File: config.mk
export PLATFORM = sky130hd
export DESIGN_NAME = cnv3_fifo
export DESIGN_NICKNAME = d
export VERILOG_FILES = /design/src/hw/rtl/cnv3_fifo.sv
export SDC_FILE = /design/constraint.sdc
export NUM_CORES = 1
export LEC_CHECK = 0
export BUFFER_PORTS_ARGS = -buffer_cell sky130_fd_sc_hd__buf_2
export CAP_MARGIN = 5
export CORE_ASPECT_RATIO = 1.2
export CORE_MARGIN = 4
export CORE_UTILIZATION = 40
export DETAILED_ROUTE_END_ITERATION = 7
export HOLD_SLACK_MARGIN = 0.1
export PLACE_DENSITY_LB_ADDON = 0.2
export SYNTH_ARGS = -nofsm -noshare
export SYNTH_HDL_FRONTEND = slang
export SYNTH_SLANG_ARGS = --single-unit
File: constraint.sdc
create_clock -name i_clk -period 2.24 [get_ports i_clk]
set_input_delay 0.224 -clock i_clk [delete_from_list [all_inputs] [get_ports i_clk]]
set_output_delay 0.224 -clock i_clk [all_outputs]
set_load 0.005 [all_outputs]
File: src/hw/rtl/cnv3_fifo.sv
// small register fifo used between front and back and on the result side
// depends on nothing; writer must respect the occupancy count
module cnv3_fifo #(
    parameter int WIDTH = 8,
    parameter int DEPTH = 8,
    localparam int PW = $clog2(DEPTH),
    localparam int CW = $clog2(DEPTH + 1)
) (
    input  logic             i_clk,
    input  logic             i_rst_n,
    input  logic             i_push,
    input  logic [WIDTH-1:0] i_data,
    input  logic             i_pop,
    output logic [WIDTH-1:0] o_data,
    output logic             o_empty,
    output logic [CW-1:0]    o_count
);

    logic [WIDTH-1:0] r_mem [DEPTH];
    logic [PW-1:0]    r_rd, n_rd;
    logic [PW-1:0]    r_wr, n_wr;
    logic [CW-1:0]    r_count, n_count;
    logic             do_pop;

    assign do_pop  = i_pop && (r_count != '0);
    assign o_empty = (r_count == '0);
    assign o_count = r_count;
    assign o_data  = r_mem[r_rd];

    always_comb begin
        n_rd    = r_rd;
        n_wr    = r_wr;
        n_count = r_count;
        if (i_push) begin
            n_wr = (r_wr == PW'(DEPTH - 1)) ? '0 : r_wr + 1'b1;
        end
        if (do_pop) begin
            n_rd = (r_rd == PW'(DEPTH - 1)) ? '0 : r_rd + 1'b1;
        end
        case ({i_push, do_pop})
            2'b10:   n_count = r_count + 1'b1;
            2'b01:   n_count = r_count - 1'b1;
            default: n_count = r_count;
        endcase
    end

    always_ff @(posedge i_clk) begin
        if (!i_rst_n) begin
            r_rd    <= '0;
            r_wr    <= '0;
            r_count <= '0;
        end else begin
            r_rd    <= n_rd;
            r_wr    <= n_wr;
            r_count <= n_count;
        end
    end

    always_ff @(posedge i_clk) begin
        if (i_push) begin
            r_mem[r_wr] <= i_data;
        end
    end

endmodule

Word level (Yosys, flattened, before mapping)
Memory sizes are Yosys's and may differ from the RTL's. A register that Yosys moved wholly into a read port is not among the register bits. Index checks and enable logic that the tools add are counted. W data, S select, Z words.

Flip-flop bits (word level): 10. Memory bits (writable): 64. Input bits: 12. Output and inout port bits: 13. Logic and storage cells: 23. Memories kept: 1.

$add $sub $neg: 4. Eq/ne operators: 4. Multiplexer cells: 7. Reduce and logical (&&, ||, !) cells: 4.

Memory list: r_mem (words 8, bits a word 8, read ports 1, clocked after Yosys merged registers in 1, write ports 1, RTL line 19) `logic [WIDTH-1:0] r_mem [DEPTH];`.

Operators with widths (number): $mux W3 (4); $pmux W4 S2 (1); $add A3 B1 Y3 const B (2); $eq A3 B3 Y1 const B (2); $add A4 B1 Y4 const B (1); $logic_not A4 Y1 (1); $reduce_bool A4 Y1 (1); $sub A4 B1 Y4 const B (1); $eq A2 B1 Y1 const B (1); $eq A2 B2 Y1 const B (1); $mux W1 (2); $reduce_bool A2 Y1 (1); $logic_and A1 B1 Y1 (1).

Longest topological paths before layout
Depth after elaboration: 4. Gate-level depth with buffers: 9. Gate-level depth less buffers: 9.

Least setup slack after synthesis
Ideal clock, no wire load.

Path type: reg-to-reg. Start: reg r_count[1] (netlist: o_count[1]). End: reg r_count[2] (netlist: o_count[2]). Setup time: 0.076 ns. Data arrival time: 2.263 ns. Required time: 2.164 ns. Path slack: -0.099 ns. Stages on the path, launching flop included: 10. Period minus slack after synthesis: 2.339 ns. Path through: dfxtp_1 -> o41ai_2 -> inv_1 -> ha_1 -> xor2_1 -> ha_1 -> a21oi_1 -> xor2_1 -> or3_1 -> a21boi_0.

Word-level cells in the longest chain between the ends: 4. Elaborated cells between the ends (all ways): 8.

Ends and longest elaborated chain: from (decl) (RTL line 22) `logic [CW-1:0] r_count, n_count;`; from (signal assigned) (RTL line 55) `r_count <= n_count;`; parallel branches: the longest is 4 deep, another holds $sub A4 B1 Y4.

Several ways; the timed one is not identified. A chain may end at the register's enable or synchronous reset.

Worst setup path in the final report
Same ends and word-level chain as after synthesis.

==> flow_summary.json <==
{
  "hpwl_um": 3750,
  "syn-num-nets": 186,
  "start_util_pct": 41.1,
  "cts-root-buf": "clkbuf_8",
  "area_growth_pct": 17.7,
  "synth_top_family_by_area": "multiplexers",
  "dieArea_sq_mm": 0.00937,
  "synth_mux_area_share_pct": 17.3,
  "routed_wl_um": 5690,
  "synthDominantCellAreaShare_pct": 61.0,
  "n_antenna_cell": 0,
  "async_flop_share_pct": 0,
  "ys_warn_count": 0,
  "gp_congestion": 0.802,
  "ios": 25,
  "drive_above_1_share_pct": 32.6,
  "io_buffers": 24,
  "rsz0062_at_grt": "false",
  "ys.flop_type": "edfxtp_1",
  "critPathMaxFanout": 5,
  "cp.required_ns": 2.51,
  "outcome": "finished, final reports clean",
  "synth-edff-count": 64,
  "final-setup-viol-count": 0,
  "clk_pin_slew_worst_paths_ns": 0.08,
  "worst_slew_pin_slew_ns": 0.474,
  "synth_area_leaders": "edfxtp_1 (61%), mux4_1 (13%), dfxtp_1 (8.3%)",
  "ant_nets": 0,
  "grt_pass1_wl_um": 8850,
  "fp.dieH_um": 105,
  "period_share_pct": 95.2,
  "nNetsFinal": 232,
  "drv_cap": 0,
  "wl_per_cell_um": 18.3,
  "critical_path_arrival_ns": 2.40,
  "hold_viol_final": 0,
  "cp-end-kind": "register",
  "rows": 35,
  "clock_path_buffers": 2,
  "power_leakage_uw": 0.00133,
  "worstHoldPathType": "in -> reg",
  "antenna_found_initial": 0,
  "fmax_mhz": 469,
  "timing.final.crit_period_ns": 2.13,
  "syn_inst": 167,
  "final-max-slew-violation-count": 0,
  "synthesis.area_sq_mm": 0.00315,
  "holdWs_ns": 0.154,
  "critPathKind": "reg -> reg",
  "synth-compound-area-share_pct": 2.38,
  "insertion_delay_ns": 0.33,
  "vias_per_cell": 5.21,
  "syn_area_per_cell_sq_um": 18.9,
  "grt_max_degree": 17,
  "dr.pass1.iters": 4,
  "numCtsBuffers": 9,
  "synth-xor-area-share_pct": 0.833,
  "final.setup.tns_ns": 0,
  "cts_tree": "done",
  "ys_seq_area_share_pct": 69.2,
  "slew_headroom_pct": 68.3,
  "yosys.cell_types.count": 31,
  "crit_path_start_kind": "register",
  "h-tree-depth": 3,
  "reg2reg_slack_ns": 0.11,
  "die_x_um": 89.1,
  "peakVddDrop_uv": 463,
  "synthSimpleGateAreaFrac_pct": 5.71,
  "synth_top_area_cell": "edfxtp_1",
  "power_density_mw_per_mm2": 975,
  "drc": 0,
  "synth_fa_ha_area_share_pct": 2.78,
  "grt_overflow": 0,
  "via_count": 1616,
  "grt_pass1_vias": 1699,
  "core_area_sq_mm": 0.00766,
  "cts_sinks": 77,
  "cts_hold_buf": 0,
  "ys_seq_elements": 77,
  "finalClockSkew_ns": 0.00999,
  "track_usage_pct": 13.1,
  "drtIter0Drc": 73
}
## placed cells by master, fill, tap and decap left out, drive strengths merged
cell type	count
o21ai	2
nand2	6
buf	41
nor2b	5
clkbuf	14
dfxtp	13
mux2	8
inv	3
o41ai	1
nor4bb	1
xor2	2
nor3	3
mux2i	4
mux4	16
nand3b	1
and2	2
or3	1
nor3b	2
a21boi	2
ha	7
edfxtp	64
nand2b	5
a21oi	5
a211o	1
nor4	1
clkinv	1
nor2	6
xnor2	1
## area by class of cell
class                      instances  area (sq um)
fill                             634          3950
clock buffer                      14           194
sequential                        77          2180
inverter                           2          7.51
multi-input combinational         82           947
tap                               92           115
clock inverter                     2          11.3
timing repair buffer              41           251
## routing by layer
metal / vias to the layer above / routed length (um) / track usage, %
li1: 762 / - / -
met1: 823 / 2400 / 16.1
met2: 23 / 3020 / 21.6
met3: 8 / 177 / 3.21
met4: 0 / 81 / 5.53
met5: - / 0 / 0
## Yosys cell counts (3+ instances only)
master	count
a21oi_1	5
dfxtp_1	13
edfxtp_1	64
ha_1	7
mux2_2	8
mux2i_1	4
mux4_1	15
nand2_1	6
nand2b_1	5
nor2_1	6
nor2b_1	5
nor3_1	3
## final timing paths
path,start,to,depth (start not counted)
max,o_count[1],o_count[2],9
min,i_data[6],r_mem[0][6],1
max reg2reg,o_count[1],o_count[2],9
min reg2reg,r_rd[2],register,2
## critical path, cell delays in order (launching register included)
cell,delay [ns]
dfxtp_2,0.34
o41ai_4,0.38
inv_2,0.12
ha_4,0.20
xor2_1,0.14
ha_1,0.19
a21oi_2,0.11
xor2_1,0.08
or3_1,0.33
a21boi_2,0.17
## repair_timing
| item | in CTS | in global routing |
|---|---|---|
| endpoints found under the setup margin | 1 | 2 |
| buffers inserted | 0 | 2 |
| pin swaps | 0 | 1 |
| gates cloned | 0 | 0 |
| resized for setup | 3 | 5 |
## power breakdown
group	total [uW]	leakage [uW]	internal, uW	switching [uW]
logic	911	0.000536	502	409
registers	1680	0.000688	1630	53.6
clock network	1020	0.000108	561	461
total	3620	0.00133	2690	923
## metrics by stage
step / power [uW] / utilization [%] / worst slack (ns) / instances / area (sq um)
after CTS: 3610 / 47.9 / 0.0213 / 308 / 3670
after global placement: 2520 / 45.2 / 0.127 / 292 / 3460
after detailed placement: 2570 / 45.2 / -0.124 / 292 / 3460
final: 3620 / 48.4 / 0.107 / 310 / 3710
after floorplan: 2300 / - / 0.0104 / 167 / 3160
after global routing: 3800 / 48.4 / 0.00378 / 310 / 3710
## kinds of logic after synthesis
logic type      Yosys count
flops                    77
simple gates             33
mux                      28
compound gates           11
buf+inv                   8
fa+ha+maj                 7
xor+xnor                  3
## state kept, by name, summed over array words and instances, names as in the netlist, named ones only
name and flops:
r_mem 64, o_count 4, r_rd 3, r_wr 3
(Power assumes the default switching activity.)
