### config.mk
export PLATFORM = sky130hd
export DESIGN_NAME = cnv3_back
export DESIGN_NICKNAME = d
export VERILOG_FILES = /design/src/hw/rtl/cnv3_pkg.sv /design/src/hw/rtl/cnv3_back.sv
export SDC_FILE = /design/constraint.sdc
export NUM_CORES = 2
export LEC_CHECK = 0
export BUFFER_PORTS_ARGS = -buffer_cell sky130_fd_sc_hd__buf_2
export CELL_PAD_IN_SITES_DETAIL_PLACEMENT = 1
export CELL_PAD_IN_SITES_GLOBAL_PLACEMENT = 2
export CORE_UTILIZATION = 30
export DETAILED_ROUTE_END_ITERATION = 10
export PLACE_DENSITY = 0.62
export SYNTH_ARGS = -nofsm -noshare
export SYNTH_HDL_FRONTEND = slang
export SYNTH_SLANG_ARGS = --single-unit
### constraint.sdc
create_clock -name i_clk -period 52.4 [get_ports i_clk]
set_clock_uncertainty 0.05 [all_clocks]
set_input_delay 15.72 -clock i_clk [delete_from_list [all_inputs] [get_ports i_clk]]
set_output_delay 15.72 -clock i_clk [all_outputs]
set_load 0.005 [all_outputs]
### src/hw/rtl/cnv3_pkg.sv
// shared types and constants of the 3x3 zero padded convolution filter
// no dependencies; imported by the top level, front end and back end
package cnv3_pkg;

    localparam int PIX_W      = 8;
    localparam int ROW_W      = 10;
    localparam int VALUE_W    = 28;
    localparam int CFG_DATA_W = 48;
    localparam int CFG_IDX_W  = 3;
    localparam int DIM_CFG_W  = 11;
    localparam int COEF_SLOT  = 16;
    localparam int NB_SIZE    = 9;

    localparam int DEF_MAX_WIDTH  = 1024;
    localparam int DEF_MAX_HEIGHT = 1024;
    localparam int DEF_COEF_BITS  = 16;

    localparam int QUEUE_DEPTH = 8;
    localparam int OUT_DEPTH   = 8;
    localparam int QCW         = $clog2(QUEUE_DEPTH + 1);
    localparam int OCW         = $clog2(OUT_DEPTH + 1);

    localparam logic [CFG_DATA_W-1:0] KERNEL_OUTER_RST  = 48'd68721573904;
    localparam logic [CFG_DATA_W-1:0] KERNEL_MIDDLE_RST = 48'd137443147808;
    localparam logic [DIM_CFG_W-1:0]  DIM_RST           = 11'd128;

    typedef enum logic [CFG_IDX_W-1:0] {
        REG_KERNEL_TOP    = 3'd0,
        REG_KERNEL_MIDDLE = 3'd1,
        REG_KERNEL_BOTTOM = 3'd2,
        REG_IMAGE_WIDTH   = 3'd3,
        REG_IMAGE_HEIGHT  = 3'd4
    } t_cfg_reg;

    // neighbourhood beat from front to back, padded pixels already zeroed
    typedef struct packed {
        logic [NB_SIZE-1:0][PIX_W-1:0] pix;
        logic [ROW_W-1:0]              row;
        logic [ROW_W-1:0]              col;
        logic                          last;
    } t_win_pkt;

    typedef struct packed {
        logic signed [VALUE_W-1:0] value;
        logic [ROW_W-1:0]          row;
        logic [ROW_W-1:0]          col;
        logic                      last;
    } t_result;

endpackage

### src/hw/rtl/cnv3_back.sv
// back end: nine multiplies, row sums, final sum; depends on cnv3_pkg;
// one beat per cycle from middle queue to result fifo while it has room
module cnv3_back
    import cnv3_pkg::*;
#(
    parameter int COEF_BITS = DEF_COEF_BITS
) (
    input  logic                       i_clk,
    input  logic                       i_rst_n,
    input  logic [2:0][CFG_DATA_W-1:0] i_kernel,
    input  logic                       i_q_empty,
    input  t_win_pkt                   i_q_pkt,
    input  logic [OCW-1:0]             i_out_count,
    output logic                       o_q_pop,
    output logic                       o_res_push,
    output t_result                    o_res
);

    localparam int PROD_W = COEF_BITS + PIX_W + 1;
    localparam int RSUM_W = PROD_W + 2;
    localparam int SUM_W  = PROD_W + 4;

    logic signed [COEF_BITS-1:0] coef [NB_SIZE];
    logic signed [PROD_W-1:0]    prod [NB_SIZE];
    logic signed [PROD_W-1:0]    r_prod [NB_SIZE];
    logic signed [RSUM_W-1:0]    r_rsum [3];
    logic signed [SUM_W-1:0]     total;

    logic             r_va, r_vb;
    logic [ROW_W-1:0] r_row_a, r_row_b;
    logic [ROW_W-1:0] r_col_a, r_col_b;
    logic             r_last_a, r_last_b;

    assign o_q_pop = !i_q_empty
        && ((OCW + 1)'(i_out_count) + (OCW + 1)'(r_va) + (OCW + 1)'(r_vb)
            < (OCW + 1)'(OUT_DEPTH));

    always_comb begin
        for (int r = 0; r < 3; r++) begin
            for (int c = 0; c < 3; c++) begin
                coef[r*3+c] = $signed(i_kernel[r][COEF_SLOT*c +: COEF_BITS]);
            end
        end
        for (int i = 0; i < NB_SIZE; i++) begin
            prod[i] = coef[i] * $signed({1'b0, i_q_pkt.pix[i]});
        end
        total = SUM_W'(r_rsum[0]) + SUM_W'(r_rsum[1]) + SUM_W'(r_rsum[2]);
    end

    assign o_res_push  = r_vb;
    assign o_res.value = VALUE_W'(total);
    assign o_res.row   = r_row_b;
    assign o_res.col   = r_col_b;
    assign o_res.last  = r_last_b;

    always_ff @(posedge i_clk) begin
        if (!i_rst_n) begin
            r_va <= 1'b0;
            r_vb <= 1'b0;
        end else begin
            r_va <= o_q_pop;
            r_vb <= r_va;
        end
    end

    always_ff @(posedge i_clk) begin
        if (o_q_pop) begin
            r_prod   <= prod;
            r_row_a  <= i_q_pkt.row;
            r_col_a  <= i_q_pkt.col;
            r_last_a <= i_q_pkt.last;
        end
        if (r_va) begin
            for (int r = 0; r < 3; r++) begin
                r_rsum[r] <= RSUM_W'(r_prod[r*3]) + RSUM_W'(r_prod[r*3+1])
                    + RSUM_W'(r_prod[r*3+2]);
            end
            r_row_b  <= r_row_a;
            r_col_b  <= r_col_a;
            r_last_b <= r_last_a;
        end
    end

endmodule

* After elaboration in Yosys (flattened, before gate mapping)
Memory sizes are Yosys's and may differ from the RTL's.
Cells that the tools add are included.
** Storage, ports and cells
- Memories :: 1
- Output and inout port bits :: 51
- Bits in registers :: 269
- Memory bits (writable) :: 81
** Operators by class
- $lt $le $gt $ge :: 1
- Multiplexer cells :: 2
- $add $sub $neg :: 10
- Multiply operators :: 9
- Reductions and logical operators :: 2
** Memories
- r_rsum :: depth 3, width 27, read ports 3, clocked after memory_dff 0, wr ports 3, line cnv3_back.sv:26 : logic signed [RSUM_W-1:0] r_rsum [3];
** Operators with widths (count)
- multiplier 16 x 9 -> 25 bit :: 9
- adder 26 x 25 -> 27 bit :: 3
- adder 25 x 25 -> 26 bit :: 3
- adder 27 x 27 -> 28 bit :: 1
- adder 28 x 27 -> 28 bit :: 1
- adder 4 x 1 -> 5 bit :: 1
- adder 5 x 1 -> 5 bit :: 1
- < comparator 5 x 4 -> 1 bit, second input constant :: 1
- 2-to-1 mux 1 bit :: 2
- logical AND 1 bit :: 1
- zero test 1 bit :: 1

* Logic depth before layout (Yosys ltp)
- Depth after elaboration :: 4
- Mapped depth :: 19
- Depth with buffers taken out :: 18

* Worst setup path before layout
No wires, ideal clock.
- Kind :: input to output
- Start point :: input i_out_count[1]
- End point :: output o_q_pop
- Buffers on the path :: 0
- Arrival time :: 35385 ps
- Path slack :: 1245 ps
- Cell stages on the path :: 1
- Path through :: a311oi_1
** On the way
- Longest elaborated chain between the ends :: 4
** Ends and longest elaborated chain
- start: declaration :: line cnv3_back.sv:13 : input logic [OCW-1:0] i_out_count,
- adder 4 x 1 -> 5 bit :: line cnv3_back.sv:35 : && ((OCW + 1)'(i_out_count) + (OCW + 1)'(r_va) + (OCW + 1)'(r_vb)
- adder 5 x 1 -> 5 bit :: line cnv3_back.sv:35
- < comparator 5 x 4 -> 1 bit :: line cnv3_back.sv:36 : < (OCW + 1)'(OUT_DEPTH));
- logical AND 1 bit :: line cnv3_back.sv:35
- end: declaration :: line cnv3_back.sv:14 : output logic o_q_pop,
Every way passes these cells.

* Worst setup path after layout
- Start point :: input i_out_count[0]
- End point :: output o_q_pop
The elaborated chain is that of the path after synthesis.

==> run summary <==
FF+latch count, synth: 350
Critical path's most frequent cell: buf_2
Area contributors post-synth: fa_1, edfxtp_1, ha_1
Layout cells sized above 1: 0.06782
Critical Path AT: 17.15 ns
Most frequent cells in the layout: inv_1, fa_1, and2_1
Post-synthesis cell count: 6113
Async SR Flop Fraction: 0
Fin crit period: 32.92 ns
Syn_nets: 7933
Post-Syn Area: 59500 sq um
Largest net degree at the start of global routing: 125
# hold bufs at CTS: 0
Synth top area share: 0.3446
RSZ-0062 raised after global routing: false
# H-tree levels: 2
Fin crit share: 0.6283
Final Hold Vio Count: 0
Worst Reg-to-Reg Cells: 5
Setup violators final: 0
GPL Wtd Cong: 0.7939
Synthesized area per cell: 9.733 sq um
Clock Latency Late Sink: 0.67 ns
Final setup TNS: 0 ns
Core Region: 197200 sq um
Global-route wire length before repair: 264600 um
Drt wl/cell: 17.92 um
Ys flop type: edfxtp_1
Most common cell after layout, fill and taps aside: inv_1
Slew margin rel.: 0.4020
CTS tree: yes
Bufs on Longest Clock Path: 3
# rows: 163
Starting Density: 0.3017
CTS buffer count: 49
Hold Slack: 0.3683 ns
DRT iter0 DRCs: 1474
Nets@finish: 8178
R2r setup slk: 48.82 ns
Max stage delay on crit path: 0.36 ns
Syn. warnings: 0
Fin area: 65780 sq um
DRC errors left: 0
Die area: 200100 sq um
Sequential cell area fraction in the yosys report: 0.1763
Placed inst area: 63930 sq um
Met2 wire length: 80030 um
Worst path cell trace: buf_2 > ha_1 > a21o_1 > a311oi_4 > buf_4 > buf_2
Max_cap viols: 0
Io pins: 295
Vias in the first global route: 46570
M1 wire length: 75140 um
Root Buffer Master: clkbuf_16
Vias: 41600
Critical Path End Type: output port
Area Overhead vs Synth: 10.56%
Post-route ant nets: 0
Hold depth: 0
Fin util: 0.3335
Fillcell total: 22630
IO Port Bufs: 294
FMAX: 30.37 MHz
CP required: 36.63 ns
Top layer in use: met5
Post_cts resized: 0
Setup CP Type: in2out
Synth cell types: 98
Die H: 447.3 um
Avg Vias per Cell: 4.601
All-Layer GR Usage: 0.1676
Crit-path max FO: 11
Final HPWL DP: 137700 um
Startpoint types: primary input
Worst-Margin Slew: 0.8970 ns
Grt total ovfl: 0
Fin. max-slew vios: 0
DR pass1 iterations: 5
Hold WC Path Type: reg2reg
Post-CTS setup buffer count: 0
Met3 WL: 3736 um
Clock-pin slew of the registers on the worst-case setup and hold paths: 0.06 ns
Die Span X: 447.3 um
Clock sink count: 350
Initial antenna violation count: 13
CP max-delay cell: buf_4
Synth area leader: fa_1
Status: finished clean
EDFF count, synth: 348
Total wire length: 162000 um
-- critical path, delay by kind of cell --
kind	cells	cell delay [ns]
AOI/OAI and AO/OA	2	0.46
adders and majority gates	1	0.28
buffers and inverters	3	0.65
-- cell type report --
| class | count | area (sq um) | area share |
|---|---|---|---|
| Clock inverter | 42 | 616.8 | 0.009378 |
| Sequential cell | 350 | 10490 | 0.1595 |
| Tap cell | 2640 | 3303 | 0.05022 |
| Clock buffer | 50 | 1230 | 0.01870 |
| Timing Repair Buffer | 299 | 1521 | 0.02313 |
| Multi-Input combinational cell | 4231 | 43250 | 0.6575 |
| Antenna cell | 2 | 5.005 | 0.00007609 |
| Inverter | 1427 | 5356 | 0.08143 |
-- path summary, 6_finish.rpt --
kind / start / end
worst max-delay path: i_out_count[0] / o_q_pop
worst min-delay path: r_col_a[3] / r_col_b[3]
worst max register to register: r_va / r_prod[91]
worst min register to register: r_col_a[3] / r_col_b[3]
-- registers in the layout (all words and copies together), names as in the netlist --
| signal | flops |
|---|---|
| r_last_b | 1 |
| r_row_b | 10 |
| r_col_b | 10 |
| r_col_a | 10 |
| o_res_push | 1 |
| r_row_a | 10 |
| r_last_a | 1 |
| r_va | 1 |
| r_prod | 225 |
| r_rsum | 81 |
-- through the flow --
| step | std cells | setup slack [ns] |
|---|---|---|
| 2_1_floorplan | 6113 | 1.245 |
| 3_3_place_gp | 8947 | 19.39 |
| 3_5_place_dp | 8947 | 19.43 |
| 4_1_cts | 9039 | 19.43 |
| 5_1_grt | 9040 | 19.42 |
| 6_report | 9041 | 19.48 |
-- cell usage after synthesis, types with 4 or more instances --
master	instances
inv_1	1427
fa_1	1024
and2_1	642
nand2_1	622
ha_1	552
edfxtp_1	348
a21oi_1	222
xnor2_1	193
a21o_1	146
nor2_1	125
o21ai_0	106
clkbuf_1	95
xor2_1	90
nand3_1	45
nor3_1	41
o21a_1	30
nand2b_1	28
a31oi_1	26
o21bai_1	25
nand4_1	24
o211ai_1	24
a211oi_1	23
and3_1	22
nor2b_1	18
o31ai_1	13
or3_1	11
a311oi_1	9
o22ai_1	9
or2_2	9
and4_1	8
a2111oi_0	7
a211o_1	7
a221oi_1	7
o31a_1	7
a221oi_2	6
nor4_1	6
o2111ai_1	5
o21ai_1	5
a31o_2	4
a41oi_1	4
o221ai_1	4
o311ai_0	4
-- per-layer routing --
metal / up-vias / global-route usage
li1: 19590 / -
met1: 21520 / 0.2263
met2: 358 / 0.2920
met3: 124 / 0.01591
met4: 14 / 0.03082
met5: - / 0
-- cells by family (layout without fill, tap and decap cells) --
logic type	count (synthesis)	in the layout	share of synthesized area
other	0	2	0
XOR/XNOR	283	283	0.04166
AND/OR/NAND/NOR	1623	1623	0.1385
multiplexers	3	3	0.0005047
flip-flops	350	350	0.1763
AO/OA/AOI/OAI	746	746	0.08532
adder cells (fa/ha/maj)	1576	1576	0.4606
buffers and inverters	1532	1818	0.09701
Power is not shown: default switching activity piles up to over one toggle a cycle in this logic, so the estimate is an artifact.
